### src/sv/rpi_pkg.sv
`timescale 1ns / 1ps
`default_nettype none
package rpi_pkg;

  localparam int MAX_VERTICES = 16;
  localparam int EPS          = 7;
  localparam int U_DIR        = 21928;
  localparam int V_DIR        = 42159;

  localparam int CRD_W     = 32;
  localparam int PLN_W     = 18;
  localparam int OFS_W     = 32;
  localparam int CNT_W     = 5;
  localparam int IDX_W     = 4;
  localparam int CFG_IDX_W = 3;
  localparam int OP_W      = 33;
  localparam int PROD_W    = 2 * OP_W;
  localparam int ACC_W     = PROD_W + 2;
  localparam int Q_W       = 37;
  localparam int DVD_W     = Q_W + 16;
  localparam int DIV_STEPS = DVD_W;
  localparam int DIV_CNT_W = 6;
  localparam int PSUM_W    = 52;

  typedef enum logic [CFG_IDX_W-1:0] {
    REG_PLANE_A,
    REG_PLANE_B,
    REG_PLANE_C,
    REG_PLANE_D,
    REG_VERTEX_COUNT
  } cfg_reg_e;

  typedef enum logic [4:0] {
    M_NONE,
    M_A_DX, M_B_DY, M_C_DZ,
    M_A_OX, M_B_OY, M_C_OZ,
    M_DX_T, M_DY_T, M_DZ_T,
    M_DY_U, M_DX_V, M_DY_EX, M_DX_EY,
    M_EY_U, M_EX_V, M_FY_U, M_FX_V
  } mul_sel_e;

  typedef enum logic [2:0] {
    A_HOLD,
    A_LOAD,
    A_ADD,
    A_SUB,
    A_LOAD_D
  } acc_op_e;

  typedef enum logic [4:0] {
    ACT_NONE,
    ACT_VWRITE,
    ACT_CAPTURE,
    ACT_DEN,
    ACT_NUM,
    ACT_DIV_INIT,
    ACT_DIV_STEP,
    ACT_TFIN,
    ACT_PX, ACT_PY, ACT_PZ,
    ACT_FIRST,
    ACT_CUR,
    ACT_WRAP,
    ACT_PREV,
    ACT_LSC,
    ACT_SR,
    ACT_S0,
    ACT_CROSS,
    ACT_OUT
  } act_e;

  typedef enum logic [5:0] {
    ST_IDLE,
    ST_DEN0, ST_DEN1, ST_DEN2, ST_DEN3, ST_DEN4,
    ST_NUM0, ST_NUM1, ST_NUM2, ST_NUM3, ST_NUM4,
    ST_DIV_INIT, ST_DIV, ST_TFIN,
    ST_P0, ST_P1, ST_P2, ST_P3,
    ST_RD0, ST_FIRST, ST_LOOP, ST_CUR,
    ST_E1, ST_E2, ST_E3, ST_E4, ST_E5, ST_E6, ST_E7, ST_E8, ST_E9, ST_E10,
    ST_NEXT, ST_DONE
  } state_e;

  typedef struct packed {
    mul_sel_e mul_sel;
    acc_op_e  acc_op;
    act_e     act;
  } cmd_t;

  typedef struct packed {
    logic den_small;
    logic t_small;
  } status_t;

  function automatic logic signed [CRD_W-1:0] sat32(input logic signed [PSUM_W-1:0] x);
    logic signed [PSUM_W-1:0] hi;
    logic signed [PSUM_W-1:0] lo;
    hi = PSUM_W'(64'sd2147483647);
    lo = -PSUM_W'(64'sd2147483648);
    if (x > hi) begin
      return 32'h7FFF_FFFF;
    end else if (x < lo) begin
      return 32'h8000_0000;
    end
    return x[CRD_W-1:0];
  endfunction

endpackage
`default_nettype wire

### src/sv/rpi_ctrl.sv
`timescale 1ns / 1ps
`default_nettype none
module rpi_ctrl #(
  parameter int MaxVertices = rpi_pkg::MAX_VERTICES,
  localparam int AW = $clog2(MaxVertices),
  localparam int CW = $clog2(MaxVertices + 1)
) (
  input  wire logic             clk_i,
  input  wire logic             rst_ni,
  input  wire logic             in_valid_i,
  output logic                  in_stall_o,
  input  wire logic             cmd_i,
  output logic                  out_valid_o,
  input  wire logic             out_stall_i,
  input  wire rpi_pkg::status_t status_i,
  input  wire logic [CW-1:0]    vcnt_i,
  output rpi_pkg::cmd_t         cmd_o,
  output logic [AW-1:0]         rd_addr_o
);

  rpi_pkg::state_e state_q, state_d;
  logic [rpi_pkg::DIV_CNT_W-1:0] cnt_q, cnt_d;
  logic [CW-1:0] idx_q, idx_d;
  logic last_q, last_d;
  logic out_valid_q, out_valid_d;

  always_ff @(posedge clk_i or negedge rst_ni) begin
    if (!rst_ni) begin
      state_q     <= rpi_pkg::ST_IDLE;
      cnt_q       <= '0;
      idx_q       <= '0;
      last_q      <= 1'b0;
      out_valid_q <= 1'b0;
    end else begin
      state_q     <= state_d;
      cnt_q       <= cnt_d;
      idx_q       <= idx_d;
      last_q      <= last_d;
      out_valid_q <= out_valid_d;
    end
  end

  assign in_stall_o  = (state_q != rpi_pkg::ST_IDLE);
  assign out_valid_o = out_valid_q;
  assign rd_addr_o   = idx_q[AW-1:0];

  always_comb begin
    state_d     = state_q;
    cnt_d       = cnt_q;
    idx_d       = idx_q;
    last_d      = last_q;
    out_valid_d = out_valid_q && out_stall_i;
    cmd_o       = '{rpi_pkg::M_NONE, rpi_pkg::A_HOLD, rpi_pkg::ACT_NONE};
    case (state_q)
      rpi_pkg::ST_IDLE: begin
        if (in_valid_i) begin
          if (cmd_i) begin
            cmd_o.act = rpi_pkg::ACT_CAPTURE;
            state_d   = rpi_pkg::ST_DEN0;
          end else begin
            cmd_o.act = rpi_pkg::ACT_VWRITE;
          end
        end
      end
      // plane normal dot direction
      rpi_pkg::ST_DEN0: begin
        cmd_o.mul_sel = rpi_pkg::M_A_DX;
        state_d       = rpi_pkg::ST_DEN1;
      end
      rpi_pkg::ST_DEN1: begin
        cmd_o.mul_sel = rpi_pkg::M_B_DY;
        cmd_o.acc_op  = rpi_pkg::A_LOAD;
        state_d       = rpi_pkg::ST_DEN2;
      end
      rpi_pkg::ST_DEN2: begin
        cmd_o.mul_sel = rpi_pkg::M_C_DZ;
        cmd_o.acc_op  = rpi_pkg::A_ADD;
        state_d       = rpi_pkg::ST_DEN3;
      end
      rpi_pkg::ST_DEN3: begin
        cmd_o.acc_op = rpi_pkg::A_ADD;
        state_d      = rpi_pkg::ST_DEN4;
      end
      rpi_pkg::ST_DEN4: begin
        cmd_o.act = rpi_pkg::ACT_DEN;
        state_d   = rpi_pkg::ST_NUM0;
      end
      rpi_pkg::ST_NUM0: begin
        if (status_i.den_small) begin
          state_d = rpi_pkg::ST_DONE;
        end else begin
          cmd_o.mul_sel = rpi_pkg::M_A_OX;
          cmd_o.acc_op  = rpi_pkg::A_LOAD_D;
          state_d       = rpi_pkg::ST_NUM1;
        end
      end
      rpi_pkg::ST_NUM1: begin
        cmd_o.mul_sel = rpi_pkg::M_B_OY;
        cmd_o.acc_op  = rpi_pkg::A_ADD;
        state_d       = rpi_pkg::ST_NUM2;
      end
      rpi_pkg::ST_NUM2: begin
        cmd_o.mul_sel = rpi_pkg::M_C_OZ;
        cmd_o.acc_op  = rpi_pkg::A_ADD;
        state_d       = rpi_pkg::ST_NUM3;
      end
      rpi_pkg::ST_NUM3: begin
        cmd_o.acc_op = rpi_pkg::A_ADD;
        state_d      = rpi_pkg::ST_NUM4;
      end
      rpi_pkg::ST_NUM4: begin
        cmd_o.act = rpi_pkg::ACT_NUM;
        state_d   = rpi_pkg::ST_DIV_INIT;
      end
      rpi_pkg::ST_DIV_INIT: begin
        cmd_o.act = rpi_pkg::ACT_DIV_INIT;
        cnt_d     = '0;
        state_d   = rpi_pkg::ST_DIV;
      end
      rpi_pkg::ST_DIV: begin
        cmd_o.act = rpi_pkg::ACT_DIV_STEP;
        cnt_d     = cnt_q + 1'b1;
        if (cnt_q == rpi_pkg::DIV_CNT_W'(rpi_pkg::DIV_STEPS - 1)) begin
          state_d = rpi_pkg::ST_TFIN;
        end
      end
      rpi_pkg::ST_TFIN: begin
        cmd_o.act = rpi_pkg::ACT_TFIN;
        state_d   = rpi_pkg::ST_P0;
      end
      rpi_pkg::ST_P0: begin
        if (status_i.t_small) begin
          state_d = rpi_pkg::ST_DONE;
        end else begin
          cmd_o.mul_sel = rpi_pkg::M_DX_T;
          state_d       = rpi_pkg::ST_P1;
        end
      end
      rpi_pkg::ST_P1: begin
        cmd_o.mul_sel = rpi_pkg::M_DY_T;
        cmd_o.act     = rpi_pkg::ACT_PX;
        state_d       = rpi_pkg::ST_P2;
      end
      rpi_pkg::ST_P2: begin
        cmd_o.mul_sel = rpi_pkg::M_DZ_T;
        cmd_o.act     = rpi_pkg::ACT_PY;
        state_d       = rpi_pkg::ST_P3;
      end
      rpi_pkg::ST_P3: begin
        cmd_o.act = rpi_pkg::ACT_PZ;
        idx_d     = '0;
        state_d   = (vcnt_i == '0) ? rpi_pkg::ST_DONE : rpi_pkg::ST_RD0;
      end
      rpi_pkg::ST_RD0: begin
        state_d = rpi_pkg::ST_FIRST;
      end
      rpi_pkg::ST_FIRST: begin
        cmd_o.act = rpi_pkg::ACT_FIRST;
        idx_d     = CW'(1);
        state_d   = rpi_pkg::ST_LOOP;
      end
      // closing edge goes back to the first vertex
      rpi_pkg::ST_LOOP: begin
        if (idx_q < vcnt_i) begin
          last_d  = 1'b0;
          state_d = rpi_pkg::ST_CUR;
        end else begin
          cmd_o.act = rpi_pkg::ACT_WRAP;
          last_d    = 1'b1;
          state_d   = rpi_pkg::ST_E1;
        end
      end
      rpi_pkg::ST_CUR: begin
        cmd_o.act = rpi_pkg::ACT_CUR;
        state_d   = rpi_pkg::ST_E1;
      end
      rpi_pkg::ST_E1: begin
        cmd_o.mul_sel = rpi_pkg::M_DY_U;
        state_d       = rpi_pkg::ST_E2;
      end
      rpi_pkg::ST_E2: begin
        cmd_o.mul_sel = rpi_pkg::M_DX_V;
        cmd_o.acc_op  = rpi_pkg::A_LOAD;
        state_d       = rpi_pkg::ST_E3;
      end
      rpi_pkg::ST_E3: begin
        cmd_o.mul_sel = rpi_pkg::M_DY_EX;
        cmd_o.acc_op  = rpi_pkg::A_SUB;
        state_d       = rpi_pkg::ST_E4;
      end
      rpi_pkg::ST_E4: begin
        cmd_o.mul_sel = rpi_pkg::M_DX_EY;
        cmd_o.acc_op  = rpi_pkg::A_LOAD;
        cmd_o.act     = rpi_pkg::ACT_LSC;
        state_d       = rpi_pkg::ST_E5;
      end
      rpi_pkg::ST_E5: begin
        cmd_o.mul_sel = rpi_pkg::M_EY_U;
        cmd_o.acc_op  = rpi_pkg::A_SUB;
        state_d       = rpi_pkg::ST_E6;
      end
      rpi_pkg::ST_E6: begin
        cmd_o.mul_sel = rpi_pkg::M_EX_V;
        cmd_o.acc_op  = rpi_pkg::A_LOAD;
        cmd_o.act     = rpi_pkg::ACT_SR;
        state_d       = rpi_pkg::ST_E7;
      end
      rpi_pkg::ST_E7: begin
        cmd_o.mul_sel = rpi_pkg::M_FY_U;
        cmd_o.acc_op  = rpi_pkg::A_SUB;
        state_d       = rpi_pkg::ST_E8;
      end
      rpi_pkg::ST_E8: begin
        cmd_o.mul_sel = rpi_pkg::M_FX_V;
        cmd_o.acc_op  = rpi_pkg::A_LOAD;
        cmd_o.act     = rpi_pkg::ACT_S0;
        state_d       = rpi_pkg::ST_E9;
      end
      rpi_pkg::ST_E9: begin
        cmd_o.acc_op = rpi_pkg::A_SUB;
        state_d      = rpi_pkg::ST_E10;
      end
      rpi_pkg::ST_E10: begin
        cmd_o.act = rpi_pkg::ACT_CROSS;
        state_d   = last_q ? rpi_pkg::ST_DONE : rpi_pkg::ST_NEXT;
      end
      rpi_pkg::ST_NEXT: begin
        cmd_o.act = rpi_pkg::ACT_PREV;
        idx_d     = CW'(idx_q + 1'b1);
        state_d   = rpi_pkg::ST_LOOP;
      end
      rpi_pkg::ST_DONE: begin
        if (!out_valid_q || !out_stall_i) begin
          cmd_o.act   = rpi_pkg::ACT_OUT;
          out_valid_d = 1'b1;
          state_d     = rpi_pkg::ST_IDLE;
        end
      end
      default: begin
        state_d = rpi_pkg::ST_IDLE;
      end
    endcase
  end

endmodule
`default_nettype wire

### config.mk
export PLATFORM = sky130hd
export DESIGN_NAME = rpi_ctrl
export DESIGN_NICKNAME = d
export VERILOG_FILES = /design/src/sv/rpi_pkg.sv /design/src/sv/rpi_ctrl.sv
export SDC_FILE = /design/constraint.sdc
export NUM_CORES = 1
export LEC_CHECK = 0
export BUFFER_PORTS_ARGS = -buffer_cell sky130_fd_sc_hd__buf_2
export CORE_AREA = 2 2 53 74
export CTS_BUF_LIST = sky130_fd_sc_hd__clkbuf_4 sky130_fd_sc_hd__clkbuf_8
export CTS_CLUSTER_SIZE = 20
export DETAILED_ROUTE_END_ITERATION = 10
export DIE_AREA = 0 0 55 76
export HOLD_SLACK_MARGIN = 0.02
export PLACE_DENSITY_LB_ADDON = 0.25
export SYNTH_ARGS = -nofsm -noshare
export SYNTH_HDL_FRONTEND = slang
export SYNTH_SLANG_ARGS = --single-unit
export TNS_END_PERCENT = 30
### constraint.sdc
create_clock -name clk_i -period 2.1 [get_ports clk_i]
set_clock_uncertainty 0.1 [all_clocks]
set_input_delay 0.105 -clock clk_i [delete_from_list [all_inputs] [get_ports clk_i]]
set_output_delay 0.105 -clock clk_i [all_outputs]
set_load 0.01 [all_outputs]
After elaboration in Yosys (flattened, before gate mapping)
Index checks and enable logic that the tools add are counted.

storage, ports and cells
  input bits = 12
  memories = 0
  RAM bits = 0
  ROM bits = 0
  latch bits = 0
  output and inout port bits = 19
  logic and storage cells = 84
  register bits = 19

operators by class
  eq/ne operators = 38
  multiplexer cells = 24
  multipliers = 0
  $add $sub $neg = 2
  bitwise operators = 0
  div/mod/pow operators = 0
  $lt $le $gt $ge = 1
  reductions and logical operators = 14
  shift-type cells = 0

operators by type and width
  cell                 count
  $pmux 6 s33          1
  $eq 6x5->1 const B   16
  $pmux 5 s18          1
  $pmux 5 s17          1
  $eq 6x4->1 const B   8
  $mux 6               8
  $eq 6x3->1 const B   4
  $eq 6x6->1 const B   3
  $pmux 5 s3           1
  $eq 6x2->1 const B   2
  $pmux 3 s4           1
  $pmux 6 s2           1
  $mux 5               2
  $reduce_or 5->1      2
  $ne 2x2->1 const B   4
  $add 6x1->6 const B  1
  $eq 6x1->1 const B   1
  $logic_not 6->1      1
  $reduce_bool 6->1    1
  $add 5x1->5 const B  1
  $logic_not 5->1      1
  $lt 5x5->1           1
  $mux 1               4
  $mux 2               2
  10 further kinds     11

Depth between registers and ports, before layout
Gate-level depths: netlist (run 1).

  depth in word-level cells = 4
  gate-level depth with buffers = 7
  mapped depth without buffers = 7

Worst setup path before layout (run 1)
OpenSTA, ideal clock, no wires.

  path type = register to register
  start point = register state_q[3]
  end point = register idx_q[3]
  library setup time = 0.134 ns
  setup slack = 0.420 ns
  cell stages (with the launch flop) = 7
  period minus slack after synthesis = 1.680 ns
  data required time = 1.866 ns
  path buffers = 1
  arrival time = 1.446 ns
  cell sequence = dfrtp_1 buf_6 or4_4 nor2_4 nand4_1 xor2_1 nor2_1

on the way
  longest elaborated chain between the ends = 2
  elaborated cells between the ends (all ways) = 5
  classes of those cells = eq/ne (3); mux (1); reduce/logical (1)

ends and longest elaborated chain
  what                                                    RTL line        RTL
  start: declaration                                      rpi_ctrl.sv:21  rpi_pkg::state_e state_q, state_d;
  start signal: assignment                                rpi_ctrl.sv:29  state_q <= rpi_pkg::ST_IDLE;
  start signal: assignment                                rpi_ctrl.sv:35  state_q <= state_d;
  $eq 6x6->1 / $eq 6x5->1 (equally long branches)         rpi_ctrl.sv:54  case (state_q)
  $pmux 5 s3 / $reduce_bool 3->1 (equally long branches)  --
  end signal: assignment                                  rpi_ctrl.sv:37  idx_q <= idx_d;
  end: declaration                                        rpi_ctrl.sv:23  logic [CW-1:0] idx_q, idx_d;

Parallel ways exist; a longest one is shown, timed or not.
A chain may end at the register's enable or synchronous reset.

==> metrics.txt, run 1 <==
status=complete, no violations; final RePlAce weighted congestion=0.917; fin cells=345; DRT iter0 DRCs=123; DP Wirelength=4180 µm; maxcap violations=0; core box area=3580 µm²; Synth top area share=0.257; Antenna Cells=0; Max VDD drop=0.000814 V; Synth area leader=dfrtp_1; Synth area leaders=dfrtp_1 (26%), nand2_1 (6.3%), nor2_1 (5.7%), a21oi_1 (5.1%), ha_1 (4.7%); Initial Util=0.518; pre-CTS WS=0.170 ns; CP arrival=1.86 ns; Final #Nets=323; proportion of layout cells with a drive suffix above 1=0.300; startpoint types=flop; Max Root-Sink Buffers=2; largest net degree at the start of global routing=20; via/cell ratio=6.17; Final WS setup=0.0370 ns; Final Setup Violations=0; final hold viol count=0; Post-synth EDFFs=0; synthesized instance count=255; syn_nets=274; clock root buffer=clkbuf_8; Leakage=1.10 nW; Tmin final=2.06 ns; final WL=5630 µm; slew margin rel.=0.701; Main synth FF type=dfrtp_1; initial antenna violation count=0; global-route wire length before repair=8870 µm; vias in the first global route=1,970; Die Span Y=76 µm; unrepaired setup endpoints after global routing=true; post-synthesis async set-or-reset flop share=1.00; DIE WIDTH=55 µm; post-layout util=0.645; total power=3.25 mW; sequential area share after synthesis=0.257; Synth cell types=53; HP Class=in2reg; CTS Sinks=19; Cell Area, Synth=1850 µm²; Die ar.=4180 µm²; Ports=31; Setup CP Type=reg2out; Finished Cell Area=2310 µm²; CTS tree=done; DR pass1 iterations=4; final critical-path share of the clock period=0.982; Remaining Overflow, GRT=0; antenna violation net count after detailed routing=0; Worst-Margin Slew=0.448 ns; drt wl/cell=16.3 µm; Crit. End Element=primary output; Vias=2,129; data required time of the critical path=1.89 ns; Port Buf Inserts=30; Syn. warnings=0; Placed Area=2140 µm²; Worst-Skew Late Latency=0.26 ns; crit path max fanout=7; PwrDens=1410 nW/µm²; Clk pin slew, worst setup/hold paths=0.08 ns; number of H-tree levels=1; Num CTS Buffers=3; Final Slew Violations=0; fmax=0.485 GHz; num rows=26; Tot GR Track Use=0.282; #FFs+latches synth=19; Layout area overhead=24.5%; Cells after DPL=333; Mean Syn Cell Area=7.27 µm²; DR DRC count=0
## per-stage QoR
stage | setup TNS, ns | hold slack (ns)
floorplan | 0 | -0.291
global placement | 0 | -0.0241
detailed placement | 0 | -0.0196
CTS | 0 | 0.0474
global route | -0.0570 | 0.0629
finish | 0 | 0.0307
## power breakdown
part / switching [mW] / internal [mW] / total, mW
Combinational: 1.31 / 1.02 / 2.33
Sequential: 0.173 / 0.473 / 0.645
Clock: 0.135 / 0.132 / 0.268
## synthesized netlist by cell type, drive strengths merged (3+ instances only)
cell type and number:
clkbuf 3, o21a 3, nor3 11, nand3 11
nand2b 9, o41ai 3, o21ai 17, o22a 3
o22ai 4, a21oi 19, nand4 5, inv 12
nand2 31, buf 17, o32ai 3, a31oi 3
nor2b 5, xor2 5, ha 7, or2 3
dfrtp 19, nor2 29, a21o 4
## metal layers
layer	up-vias	track usage	routed length, µm
met3	22	0.0216	379
met2	107	0.456	2840
li1	1006	-	-
met5	-	0	0
met4	0	0.141	246
met1	994	0.360	2160
## logic make-up after synthesis
kind of cell             count (synthesis)  synth area share
flip-flops                              19             0.257
AND/OR/NAND/NOR                        112             0.300
AO/OA/AOI/OAI                           77             0.272
adder cells (fa/ha/maj)                  7            0.0473
XOR/XNOR                                 7            0.0331
multiplexers                             1           0.00540
buffers and inverters                   32            0.0851
## critical path, stage by stage (launching register included)
cell and delay [ns]:
dfrtp_2 0.46, clkbuf_4 0.21, inv_1 0.12, or3_4 0.40, a21oi_2 0.15, a21oi_1 0.06, nand2_1 0.06, buf_2 0.12
## final cells by class
cell class | count | area [µm²]
clock buffers | 3 | 41.3
repair buffers | 64 | 409
flip-flops and latches | 19 | 482
fillers | 348 | 1270
clock inverters | 1 | 5.00
multi-input cells | 204 | 1270
well taps | 42 | 52.6
inverters | 12 | 45.0
## cells in the final DEF, fill, tap and decap left out, types with 4 or more instances in the layout
cell	count
nand2b_1	8
nand4_1	4
nand2_1	30
nor2b_1	4
ha_1	7
dfrtp_1	14
buf_4	30
nor3_1	8
nand3_1	11
a21oi_1	18
a21o_1	4
o21ai_0	15
xor2_1	5
o22ai_1	4
buf_2	31
inv_1	12
nor2_1	28
dfrtp_2	5
## registers in the layout, indices dropped and copies added (netlist names)
register     count
cnt_q            6
last_q           1
state_q          6
out_valid_o      1
idx_q            5
## final timing paths
check	to	slack [ns]	cells after the start	start
worst max-delay path	cmd_o[2]	0.04	7	state_q[0]$_DFFE_PN0P_
min in group asynchronous	idx_q[1]$_DFFE_PN0P_	0.21	2	rst_ni
worst max register to register	state_q[0]$_DFFE_PN0P_	0.26	6	state_q[2]$_DFFE_PN0P_
max in group asynchronous	state_q[2]$_DFFE_PN0P_	1.35	2	rst_ni
worst min-delay path	out_valid_o$_DFF_PN0_	0.03	3	out_stall_i
worst min register to register	last_q$_DFFE_PN0P_	0.41	1	last_q$_DFFE_PN0P_
## what timing repair did
action | 4_1_cts | 5_1_grt
resized for setup | 5 | 16
endpoints found under the setup margin | 7 | 9
pin swaps | 1 | 6
buffers inserted | 1 | 6
hold buffers | 1 | 0
endpoints found under the hold margin | 19 | 0
Note: power is estimated with default switching activity, not from simulation.
==> inputs of run 2 (changes only) <==
BUFFER_PORTS_ARGS = unset   (was -buffer_cell sky130_fd_sc_hd__buf_2)
DONT_BUFFER_PORTS = 1   (was unset)
clock period = 2.63 ns   (was 2.1 ns; I/O delays follow)
==> metrics.txt, run 2 (same netlist as run 1, synthesis figures left out) <==
final critical-path share of the clock period=0.939; proportion of layout cells with a drive suffix above 1=0.0847 (-0.216); Port Buf Inserts=0 (-100%); Num CTS Buffers=3 (unchanged); unrepaired setup endpoints after global routing=false; Max VDD drop=0.000646 V (-21%); final WL=4970 µm (-12%); Initial Util=0.518 (unchanged); Die Span Y=76 µm (unchanged); clock root buffer=clkbuf_8; Tmin final=2.47 ns; PwrDens=1100 nW/µm² (-22%); data required time of the critical path=2.40 ns (+0.51 ns); Final Setup Violations=0 (unchanged); DR DRC count=0 (unchanged); Setup CP Type=reg2out; Antenna Cells=0 (unchanged); met3 wire length=356 µm (-6.1%); CTS Sinks=19 (unchanged); most frequent cells in the layout=nand2_1 (31), nor2_1 (27), a21oi_1 (19); postcts setup bufs=0 (-1); vias in the first global route=1,803 (-8.5%); largest net degree at the start of global routing=26 (+30%); Worst-Margin Slew=0.864 ns (+0.416 ns); HP Class=in2reg; Leakage=0.832 nW (-25%); met2 wire length=2460 µm (-14%); Final #Nets=268 (-17%); Cells after DPL=284 (-15%); DRT iter0 DRCs=105 (-15%); number of H-tree levels=1 (unchanged); largest registers=cnt_q x6, state_q x6, idx_q x5; final hold viol count=0 (unchanged); top sig layer=met4; Worst-Skew Late Latency=0.25 ns (about the same); CP arrival=2.24 ns (+0.38 ns); Setup TNS Final=0 ns (unchanged); total power=2.12 mW (-35%); fin cells=290 (-16%); slew margin rel.=0.422 (-0.279); antenna violation net count after detailed routing=0 (unchanged); DIE WIDTH=55 µm (unchanged); Final Slew Violations=0 (unchanged); Layout area overhead=3.38%; CTS tree=done; DP Wirelength=3750 µm (-10%); final RePlAce weighted congestion=0.974 (+6.3%); most common cell after layout, fill and taps aside=nand2_1; DR pass1 iterations=4 (unchanged); status=complete, no violations; Die ar.=4180 µm² (unchanged); Max Root-Sink Buffers=2 (unchanged); Remaining Overflow, GRT=0 (unchanged); Vias=1,894 (-11%); via/cell ratio=6.53 (+5.8%); met1 WL=1980 µm (-8.4%); Crit. End Element=primary output; Ports=31 (unchanged); global-route wire length before repair=8440 µm (-4.9%); Tot GR Track Use=0.264 (-0.0178); post-layout util=0.535 (-0.109); num rows=26 (unchanged); maxcap violations=0 (unchanged); startpoint types=flop; core box area=3580 µm² (unchanged); Clk pin slew, worst setup/hold paths=0.07 ns (about the same); drt wl/cell=17.1 µm (+4.9%); initial antenna violation count=0 (unchanged); crit path max fanout=22 (+15); fmax=0.405 GHz
-- run 2: cell count changes in the layout (fill, tap and decap cells not counted), sizes merged --
cell / previous run / this run
buf: 62 / 7
clkbuf: 4 / 3
dlygate4sd3: 1 / 2
-- run 2: path summary, 6_finish.rpt --
check | from | to | slack (ns) | cells after the start
setup / recovery | state_q[0]$_DFFE_PN0P_ | cmd_o[8] | 0.16 | 5
hold / removal | status_i[0] | state_q[3]$_DFFE_PN0P_ | 0.06 | 2
setup reg to reg | state_q[4]$_DFFE_PN0P_ | state_q[0]$_DFFE_PN0P_ | 0.50 | 6
hold reg to reg | cnt_q[5]$_DFFE_PN0P_ | cnt_q[5]$_DFFE_PN0P_ | 0.40 | 1
max in group asynchronous | rst_ni | state_q[1]$_DFFE_PN0P_ | 1.51 | 1
min in group asynchronous | rst_ni | state_q[1]$_DFFE_PN0P_ | 0.33 | 1
-- run 2: stage by stage --
step | setup WS [ns] | hold WS [ns] | area, µm²
after floorplan | 0.946 | -0.264 | 1850
after global placement | 0.372 | -0.264 | 1850
after detailed placement | 0.316 | -0.264 | 1850
after CTS | 0.0296 | 0.0497 | 1910
after global routing | 0.00743 | 0.0546 | 1920
final | 0.161 | 0.0576 | 1920
-- run 2: area by class of cell --
cell class	count	area, µm²
fill	367	1660
multi-input combinational	204	1220
sequential	19	477
timing repair buffer	9	72.6
tap	42	52.6
inverter	12	45.0
clock buffer	3	41.3
clock inverter	1	5.00
-- run 2: repair_timing --
action / in CTS / in global routing
setup endpoints to repair: 0 / 2
hold buffers: 2 / 0
hold endpoints to repair: 20 / 0
resized for setup: 0 / 2
-- run 2: critical path, stage by stage, from the launching register on --
cell and delay, ns:
dfrtp_1 0.64, nor2b_1 0.50, nand2_1 0.17, nor3_1 0.42, a31oi_1 0.09, o41ai_1 0.17
-- run 2: report_power, final --
group          internal (mW)  switching, mW  total (mW)
combinational          0.503          0.774        1.28
sequential             0.368          0.268       0.636
clock                  0.105         0.0972       0.202
-- run 2: routing by layer --
metal,track usage,vias up
met3,0.0294,14
li1,-,901
met2,0.418,103
met1,0.349,876
met5,0,-
met4,0.117,0
==> inputs of run 3 (changes only) <==
==> constraint.sdc (replaced) <==
create_clock -name clk_i -period 2.63 [get_ports clk_i]
set_clock_uncertainty 0.1 [all_clocks]
set_input_delay 0.526 -clock clk_i [delete_from_list [all_inputs] [get_ports clk_i]]
set_output_delay 0.526 -clock clk_i [all_outputs]
set_load 0.01 [all_outputs]
==> metrics.txt, run 3 (same netlist as run 1, synthesis figures left out) <==
status=complete, no violations; register area=482 µm² (+1.0%); Setup CP Type=reg2out; data required time of the critical path=2.00 ns (-0.40 ns); HP Class=reg2reg; DR DRC count=0 (unchanged); Die Span Y=76 µm (unchanged); Max VDD drop=0.000708 V (+9.5%); Comb power frac=0.655 (+0.051); Finished Cell Area=2040 µm² (+6.6%); Tmin final=2.56 ns (+0.0889 ns); postcts setup bufs=0 (unchanged); via/cell ratio=6.41 (-1.9%); drt wl/cell=17.1 µm (-0.32%); final hold viol count=0 (unchanged); Final Setup Violations=0 (unchanged); CP arrival=1.93 ns (-0.31 ns); DP Wirelength=3950 µm (+5.2%); Reg2Reg Launch Point=state_q[2]$_DFFE_PN0P_; sequential power share=0.249 (-0.052); clock root buffer=clkbuf_8; worst hold endpoint=cnt_q[5]$_DFFE_PN0P_; Pint=1.14 mW (+17%); Clk pin slew, worst setup/hold paths=0.08 ns (about the same); Worst-Margin Slew=0.846 ns (-0.0177 ns); hold_ws=0.386 ns (+0.328 ns); Remaining Overflow, GRT=0 (unchanged); area of the multi-input gates=1230 µm² (+0.31%); proportion of layout cells with a drive suffix above 1=0.153 (+0.0680); Clock Power Share=0.095 (about the same); global-route wire length before repair=8630 µm (+2.3%); Largest stage delay, worst path=0.46 ns (-0.18 ns); DRT iter0 DRCs=102 (-2.9%); RR Endpoint=state_q[0]$_DFFE_PN0P_; num rows=26 (unchanged); core box area=3580 µm² (unchanged); met3 wire length=295 µm (-17%); number of H-tree levels=1 (unchanged); CTS Sinks=19 (unchanged); Antenna Cells=0 (unchanged); CP delay by family, top=compound AO/OA/AOI/OAI gates; Die ar.=4180 µm² (unchanged); most frequent cells in the layout=nand2_1 (31), nor2_1 (28), buf_4 (21); most common cell after layout, fill and taps aside=nand2_1; DR pass1 iterations=4 (unchanged); Worst-Skew Late Latency=0.26 ns (about the same); antenna violation net count after detailed routing=0 (unchanged); largest registers=cnt_q x6, state_q x6, idx_q x5; P_sw=1.20 mW (+4.9%); Layout area overhead=10.2%; Port Buf Inserts=0 (unchanged); CP bufs+invs=0 (unchanged); Vias=1,948 (+2.9%); Crit. End Element=primary output; met2 wire length=2590 µm (+5.6%); unrepaired setup endpoints after global routing=true; slew margin rel.=0.434 (+0.0118); DIE WIDTH=55 µm (unchanged); PwrDens=1150 nW/µm² (+3.7%); met1 WL=2110 µm (+6.6%); Initial Util=0.518 (unchanged); r2r setup slk=0.67 ns (+0.17 ns); final critical-path share of the clock period=0.973 (+0.0338); Tot GR Track Use=0.273 (+0.00865); Num CTS Buffers=3 (unchanged); post-layout util=0.571 (+0.0353); maxcap violations=0 (unchanged); critical-path cell list=ha_1 > a21o_1 > a31oi_2 > o21ai_1 > a21oi_1 > nand2_1; hold path startpoint=cnt_q[5]$_DFFE_PN0P_; fmax=0.391 GHz (-3.5%); largest net degree at the start of global routing=26 (unchanged); total power=2.34 mW (+11%); Max Root-Sink Buffers=2 (unchanged); vias in the first global route=1,817 (+0.78%); Leakage=0.900 nW (+8.2%); Placed Area=1970 µm² (+6.8%); final RePlAce weighted congestion=0.907 (-6.9%); final WL=5190 µm (+4.5%); Final #Nets=282 (+5.2%); Filler cells=364 (-0.82%); hold path depth=1 (-1); slowest CP cell=dfrtp_2; R2R cell count=6 (unchanged); switching share of power=0.511 (-0.0273); crit path max fanout=5 (-77%); startpoint types=flop; Final Slew Violations=0 (unchanged); top sig layer=met4; initial antenna violation count=0 (unchanged); Ports=31 (unchanged); CTS tree=done
run 3: final cells by class:
class                      count  area share
sequential                    19       0.236
tap                           42      0.0257
clock buffer                   4      0.0239
inverter                      12      0.0221
multi-input combinational    204       0.600
timing repair buffer          23      0.0919
run 3: worst max-delay path by stage:
stage / from / end / slack [ns] / depth (start not counted)
floorplan: vcnt_i[2] / cmd_o[0] / 0.43 / 7
global placement: vcnt_i[2] / cmd_o[3] / 0.24 / 7
detailed placement: vcnt_i[2] / cmd_o[2] / 0.21 / 7
CTS: state_q[4]$_DFFE_PN0P_ / cmd_o[2] / 0.04 / 5
global route: idx_q[2]$_DFFE_PN0P_ / cmd_o[0] / -0.008 / 6
finish: idx_q[2]$_DFFE_PN0P_ / cmd_o[2] / 0.07 / 6
run 3: metrics by stage:
step	worst slack, ns	cells	TNS [ns]
after global routing	-0.00778	304	-0.00778
after CTS	0.0369	304	0
after detailed placement	0.208	299	0
after global placement	0.241	299	0
final	0.0718	304	0
after floorplan	0.428	255	0
run 3: repair_timing:
item | 4_1_cts | 5_1_grt
resized for setup | 1 | 6
hold buffers | 1 | 0
setup endpoints to repair | 2 | 8
pin swaps | 0 | 1
endpoints found under the hold margin | 19 | 0
run 3: power by group through the flow:
stage               logic (mW)  clock network (mW)  registers, mW
detailed placement        1.50                   0          0.573
floorplan                 1.19                   0          0.440
global route              1.69               0.239          0.604
CTS                       1.51               0.222          0.568
finish                    1.53               0.223          0.583
global placement          1.49                   0          0.572
run 3: routing by layer:
layer	vias up	track usage
met1	917	0.366
met3	16	0.0216
li1	928	-
met5	-	0
met4	0	0.112
met2	87	0.436
